--- src/hdl/staggered_grid_particle_advection_top_macros.svh ---
// Assertion macros for the particle advection block.
// Used by staggered_grid_particle_advection_top; needs clk_i and rst_ni in scope.
`ifndef STAGGERED_GRID_PARTICLE_ADVECTION_TOP_MACROS_SVH
`define STAGGERED_GRID_PARTICLE_ADVECTION_TOP_MACROS_SVH

// condition that must hold on every enabled edge
`define SGPA_ASSERT(label, cond, msg) \
  label: assert property (@(posedge clk_i) disable iff (!rst_ni) (cond)) else $error(msg);

// same-cycle implication
`define SGPA_ASSERT_IMP(label, ante, cons, msg) \
  label: assert property (@(posedge clk_i) disable iff (!rst_ni) (ante) |-> (cons)) \
    else $error(msg);

`endif

--- src/hdl/sgpa_div.sv ---
// Pipelined restoring divider, one quotient bit per stage, IW integer and FW fraction bits.
// No dependencies; ovf_o flags a quotient that does not fit IW integer bits.
`default_nettype none
module sgpa_div #(
  parameter int unsigned NW = 33,
  parameter int unsigned DW = 32,
  parameter int unsigned IW = 5,
  parameter int unsigned FW = 16
) (
  input  wire logic             clk_i,
  input  wire logic             en_i,
  input  wire logic [NW-1:0]    n_i,
  input  wire logic [DW-1:0]    d_i,
  output logic      [IW+FW-1:0] q_o,
  output logic                  ovf_o
);

  localparam int unsigned QW = IW + FW;
  localparam int unsigned RW = DW + IW;
  localparam int unsigned XW = ((NW > RW) ? NW : RW) + 1;

  logic [NW-1:0] n0_q;
  logic [DW-1:0] d0_q;
  logic [RW-1:0] r_q  [QW+1];
  logic [DW-1:0] dd_q [QW+1];
  logic [QW-1:0] q_q  [QW+1];
  logic          ov_q [QW+1];

  always_ff @(posedge clk_i) begin
    if (en_i) begin
      n0_q     <= n_i;
      d0_q     <= d_i;
      ov_q[0]  <= XW'(n0_q) >= (XW'(d0_q) << IW);
      r_q[0]   <= RW'(n0_q);
      dd_q[0]  <= d0_q;
      q_q[0]   <= '0;
    end
  end

  for (genvar k = 1; k <= QW; k++) begin : g_step
    logic [RW-1:0] cmp;
    logic          bit_d;
    logic [RW-1:0] rem;
    always_comb begin
      cmp   = RW'(dd_q[k-1]) << (IW - 1);
      bit_d = r_q[k-1] >= cmp;
      rem   = bit_d ? (r_q[k-1] - cmp) : r_q[k-1];
    end
    always_ff @(posedge clk_i) begin
      if (en_i) begin
        r_q[k]  <= rem << 1;
        dd_q[k] <= dd_q[k-1];
        q_q[k]  <= {q_q[k-1][QW-2:0], bit_d};
        ov_q[k] <= ov_q[k-1];
      end
    end
  end

  assign q_o   = q_q[QW];
  assign ovf_o = ov_q[QW];

endmodule
`default_nettype wire

--- config.mk ---
export PLATFORM = sky130hd
export DESIGN_NAME = sgpa_div
export DESIGN_NICKNAME = d
export VERILOG_FILES = /design/src/hdl/staggered_grid_particle_advection_top_macros.svh /design/src/hdl/sgpa_div.sv
export SDC_FILE = /design/constraint.sdc
export NUM_CORES = 2
export LEC_CHECK = 0
export BUFFER_PORTS_ARGS = -buffer_cell sky130_fd_sc_hd__buf_2
export CAP_MARGIN = 20
export CORE_ASPECT_RATIO = 0.8
export CORE_MARGIN = 2
export CORE_UTILIZATION = 52
export CTS_CLUSTER_DIAMETER = 50
export DETAILED_ROUTE_END_ITERATION = 10
export MAX_ROUTING_LAYER = met4
export PLACE_DENSITY = 0.76
export SKIP_LAST_GASP = 1
export SLEW_MARGIN = 20
export SYNTH_ARGS = -nofsm -noshare
export SYNTH_HDL_FRONTEND = slang
export SYNTH_SLANG_ARGS = --single-unit
--- constraint.sdc ---
create_clock -name clk_i -period 4.7 [get_ports clk_i]
set_input_delay 0.705 -clock clk_i [delete_from_list [all_inputs] [get_ports clk_i]]
set_output_delay 0.705 -clock clk_i [all_outputs]
set_load 0.05 [all_outputs]
-- Yosys cells after proc, flatten, opt, wreduce, memory -nomap -nowiden
Memories as Yosys holds them, arrays and structs flattened.
Index checks and enable logic that the tools add are counted.
- register bits: 65
- bits in latches: 0
- bits in writable memories: 2002
- bits in read-only memories: 0
- input port bits: 67
- word-level logic and storage cells: 72
- memories kept: 4
- memories (name ; words ; bits a word ; read ports ; clocked after Yosys merged registers in ; write ports ; RTL line ; source):
    r_q ; 22 ; 37 ; 21 ; 0 ; 22 ; sgpa_div.sv:24 ; logic [RW-1:0] r_q [QW+1];
    dd_q ; 22 ; 32 ; 21 ; 0 ; 22 ; sgpa_div.sv:25 ; logic [DW-1:0] dd_q [QW+1];
    q_q ; 22 ; 21 ; 22 ; 0 ; 22 ; sgpa_div.sv:26 ; logic [QW-1:0] q_q [QW+1];
    ov_q ; 22 ; 1 ; 22 ; 0 ; 22 ; sgpa_div.sv:27 ; logic ov_q [QW+1];
- add/subtract/negate cells: 21
- multiply operators: 0
- div/mod/pow operators: 0
- $lt $le $gt $ge: 22
- equality and inequality tests: 0
- shifts and indexed selects: 0
- mux-type cells: 23
- bitwise gates (word level): 0
- reduce and logical (&&, ||, !) cells: 0
- operators by type and width (cell ; count):
    greater-or-equal comparator 37 x 36 -> 1 bit ; 21
    2-to-1 mux 36 bit ; 21
    subtractor 36 bit ; 21
    greater-or-equal comparator 33 x 37 -> 1 bit ; 1
    2-to-1 mux 1 bit ; 2

-- Longest topological paths before layout
An unclocked memory read counts as a cell.
- depth in word-level cells: 3
- gate-level depth with buffers: 15
- depth with buffers taken out: 13

-- Worst setup path after synthesis
No wires, ideal clock.
- path kind: reg2reg
- start point: mem r_q[2][91] in the netlist's numbering
- end point: mem r_q[2][140] in the netlist's numbering (data pin)
- arrival: 3174 ps
- required time: 4440 ps
- setup slack: 1266 ps
- stages on the path, launching flop included: 14
- path buffers: 2
- period minus slack after synthesis: 3434 ps
- path through: edfxtp_1 -> ha_1 -> a21o_1 -> a21o_1 -> a21o_1 -> a21o_1 -> a311o_1 -> a221oi_2 -> o21ai_1 -> a21oi_1 -> a31o_1 -> buf_2 -> buf_6 -> mux2_2
- RTL lines (what ; RTL line):
    start, declared ; sgpa_div.sv:24

==> impl_table.tex <==
\begin{tabular}{lr}
\hline
Metric & Value \\
\hline
\multicolumn{2}{l}{\textbf{Setup path}} \\
Library cell contributing the largest single delay on the critical path & a41oi\_4 \\
Cell Chain, Critical Path & inv\_1, ha\_1, nor2b\_1, o21a\_1, o21ai\_1, a21oi\_1, o41ai\_2, o31ai\_1, buf\_4, a21oi\_1, o31ai\_2, a41oi\_4, buf\_12, mux2i\_1 \\
CP max FO & 24 \\
CP delay by family, top & compound AO/OA/AOI/OAI gates \\
Bufs and invs on worst path & 3 \\
Path type of the worst setup path & reg -> reg \\
Data required time of the worst path & 5260 ps \\
Crit path launch type & flop \\
Path depth of the worst reg2reg path & 14 \\
Critical path depth & 14 \\
CP Data Arrival Time & 4810 ps \\
Worst r2r dst & r\_q[1][117] \\
Critical Path Sink & r\_q[1][117] \\
Worst-case register-to-register setup slack & 440 ps \\
Crit path top cell by count & a21oi\_1 \\
Largest incremental delay on the critical path & 530 ps \\
Crit. Startpoint & dd\_q[1][65] \\
Reg-to-reg critical path startpoint & dd\_q[1][65] \\
Kind of end point of the critical path & flop \\
\multicolumn{2}{l}{\textbf{STA}} \\
Final setup fails & 0 \\
Maximum clock frequency & 234.8 MHz \\
Max\_slew headroom & 27.86\% \\
Unrepaired setup endpoints after global routing & false \\
Final critical-path required period & 4259 ps \\
Worst-case hold slack & 62.36 ps \\
Total count of max-transition violations in the final report & 0 \\
Period Utilization, post-route & 90.61\% \\
Slew at the pin closest to its max-slew limit & 1082 ps \\
Total negative slack & 0 ps \\
Final hold violation count & 0 \\
Fin Clk Skew & 34.43 ps \\
\multicolumn{2}{l}{\textbf{Die}} \\
DIE WIDTH & 478.5 um \\
Std-Cell Core Area & 0.1791 sq mm \\
Overall die height & 383.6 um \\
Initial core utilization & 52.29\% \\
I/O pin count & 89 \\
Number of placement rows & 139 \\
Area of the die & 0.1836 sq mm \\
\multicolumn{2}{l}{\textbf{Clock tree}} \\
Clock tree from TritonCTS & yes \\
Clock tree root driver cell & clkbuf\_16 \\
Reg clk slew, reported paths & 60 ps \\
CTS Buf Count & 182 \\
Clock H-tree levels & 4 \\
Sinks on the clock net & 1673 \\
Number of buffers between clock root and the deepest sink & 3 \\
Post-CTS Resized & 0 \\
Clock latency at the later pin of the worst-skew pair & 820 ps \\
\multicolumn{2}{l}{\textbf{Synth}} \\
Fraction of the yosys area taken by sequential cells & 53.63\% \\
Synthesized area & 0.09367 sq mm \\
Yosys cell types & 98 \\
Asr flop ratio synth & 0\% \\
Total of flip-flops plus latches after synthesis & 1673 \\
Share of the synthesized netlist area taken by xor and xnor gates & 4.684\% \\
Post-Synth Simple-Gate Area & 8.719\% \\
Post-synthesis share of cell area spent on full adders, half adders and majority gates & 9.724\% \\
Mapped Nets & 8876 \\
Synthesis Warnings & 0 \\
Multiplexer fraction of the synthesized cell area & 4.364\% \\
Largest family of logic cells by synthesized area & compound AO/OA/AOI/OAI gates \\
Synthesized instance count & 8093 \\
Area fraction in compound gates after synthesis & 14.49\% \\
Average size of a mapped cell & 11.57 sq um \\
Count of flip-flops with a built-in enable after synthesis & 1673 \\
Top flip-flop cell by instance count after synthesis & edfxtp\_1 \\
\multicolumn{2}{l}{\textbf{Power}} \\
PD cells & 677.6 mW/mm\^{}2 \\
Leakage & 0.04267 uW \\
VDD IR-drop max & 0.0004323 V \\
Total power of the final layout & 70160 uW \\
\multicolumn{2}{l}{\textbf{Drt}} \\
Initial drt markers & 6060 \\
Count of TritonRoute iterations in the first routing pass & 6 \\
Via density & 5.841 \\
Wirelength, routed & 218200 um \\
Remaining antenna violation count after routing & 0 \\
Average wire per cell in the routed design & 20.15 um \\
Residual DRC & 0 \\
Total vias in the final route & 63250 \\
\multicolumn{2}{l}{\textbf{Hold path}} \\
Worst Hold Depth & 1 \\
Path type of the worst min-delay path & in -> reg \\
\multicolumn{2}{l}{\textbf{Placed design}} \\
Total of buffers placed on input and output ports & 88 \\
GP Congestion & 0.9396 \\
HPWL after DPL & 163100 um \\
\multicolumn{2}{l}{\textbf{Cells and area}} \\
Fillcell total & 14520 \\
Share of layout cells above drive strength 1 & 7.449\% \\
Total Nets Final & 9066 \\
Area overhead of the layout relative to synthesis & 10.54\% \\
\multicolumn{2}{l}{\textbf{Global route}} \\
Global-route wire length before repair & 341800 um \\
Total global-route track usage & 24.11\% \\
Largest net degree at the start of global routing & 121 \\
Remaining global-route overflow & 0 \\
Initial antenna violation count & 5 \\
Via count of the first global-routing pass & 60640 \\
\multicolumn{2}{l}{\textbf{Run status}} \\
Run status & completed \\
\multicolumn{2}{l}{\textbf{Job}} \\
Maximum Capacitance Violations & 0 \\
\hline
\end{tabular}
-- state kept, by name, summed over array words and instances (netlist names) --
name	count
q_q	231
r_q	683
ov_q	22
n0_q	33
d0_q	32
dd_q	672
-- cell type report --
| class | count | area [sq um] | area share, % |
|---|---|---|---|
| multi-input combinational | 5375 | 39400 | 38.05 |
| clock inverter | 114 | 1354 | 1.307 |
| clock buffer | 218 | 4753 | 4.591 |
| antenna | 1 | 2.502 | 0.002417 |
| timing repair buffer | 184 | 1549 | 1.496 |
| inverter | 867 | 3254 | 3.143 |
| tap | 2397 | 2999 | 2.896 |
| sequential | 1673 | 50240 | 48.52 |
-- routing by layer --
metal  vias up  global-route usage [%]  wire length (um)
met5         -                       -                 0
met4         0                   5.404              4313
met3       324                   3.318             13410
met2      1869                   36.32             98090
met1     30810                   34.77            102400
li1      30250                       -                 -
-- synthesized netlist by cell type, types with 30 or more instances --
master | count | area share (%)
o31ai_1 | 55 | 0.44
inv_1 | 861 | 3.5
nor3_1 | 102 | 0.54
o21a_1 | 119 | 0.95
nand4_1 | 102 | 0.68
and3_1 | 73 | 0.49
o21ai_1 | 101 | 0.54
ha_1 | 696 | 9.3
nor2b_1 | 107 | 0.71
nor4_1 | 30 | 0.20
a211oi_1 | 62 | 0.50
nand3_1 | 119 | 0.64
clkbuf_1 | 106 | 0.42
nand2_1 | 474 | 1.9
o21bai_1 | 70 | 0.56
mux2i_1 | 30 | 0.32
nand2b_1 | 89 | 0.59
a21oi_1 | 570 | 3.0
a21o_1 | 374 | 3.0
nor2_1 | 414 | 1.7
buf_2 | 35 | 0.19
o21ai_0 | 388 | 2.1
mux2_2 | 95 | 1.1
o211ai_1 | 39 | 0.31
a31oi_1 | 60 | 0.40
and2_1 | 42 | 0.28
mux2_1 | 240 | 2.9
xor2_1 | 196 | 1.8
or3_1 | 31 | 0.21
xnor2_1 | 305 | 2.9
edfxtp_1 | 1673 | 54
-- how the worst min path moves through the flow --
stage,to,startpoint,slack [ps]
2_1_floorplan,ov_q[0][1],ov_q[0][0],400
3_3_place_gp,q_q[1][152],q_q[1][130],400
3_5_place_dp,ov_q[1][5],ov_q[1][4],400
4_1_cts,n0_q[18],n_i[18],0.5
5_1_grt,n0_q[18],n_i[18],10
6_report,n0_q[9],n_i[9],60
-- power by group --
group / internal [uW] / leakage, uW / total, uW / switching, uW
sequential: 21800 / 0.0164 / 24300 / 2490
combinational: 13500 / 0.0233 / 31200 / 17700
clock: 8470 / 0.00295 / 14600 / 6140
total: 43800 / 0.0427 / 70200 / 26300
-- stage by stage --
stage                     utilization (%)  instances  cell area, sq um  setup slack, ps
after CTS                           57.78      10830            103500            451.0
after detailed placement            54.31      10480             97290            478.0
after floorplan                         -       8093             93670             1266
final                               57.80      10830            103500            441.3
after global placement              54.31      10480             97290            613.0
after global routing                57.80      10830            103500            229.8
-- cell usage in the layout, fill, tap and decap left out, types with 22 or more instances in the layout --
cell type / n
edfxtp_1: 1673
inv_1: 861
ha_1: 696
a21oi_1: 569
nand2_1: 474
nor2_1: 414
o21ai_0: 388
a21o_1: 374
xnor2_1: 305
mux2_1: 240
xor2_1: 196
clkbuf_16: 185
o21a_1: 119
nand3_1: 119
nor2b_1: 107
nor3_1: 102
nand4_1: 102
o21ai_1: 99
mux2_2: 95
nand2b_1: 89
buf_2: 87
and3_1: 72
o21bai_1: 70
a211oi_1: 62
a31oi_1: 59
buf_4: 58
o31ai_1: 55
and2_1: 42
o211ai_1: 39
clkbuf_1: 33
or3_1: 31
mux2i_1: 30
nor4_1: 29
or2_2: 29
clkinv_1: 28
buf_12: 27
a211o_1: 24
a31o_2: 23
o31a_1: 22
-- cell families after synthesis --
kind of cell	after synthesis
AOI/OAI and AO/OA	2109
buffers and inverters	1045
xor gates and xnor gates	501
adders and majority gates	716
DFF	1673
and+or+nand+nor	1683
muxes	366
-- repair_timing --
item / CTS / global route
endpoints found under the hold margin: 11 / 0
buffers inserted: 0 / 0
hold buffers: 11 / 0
endpoints found under the setup margin: 0 / 0
No activity file was read; power rests on OpenSTA's default activity.
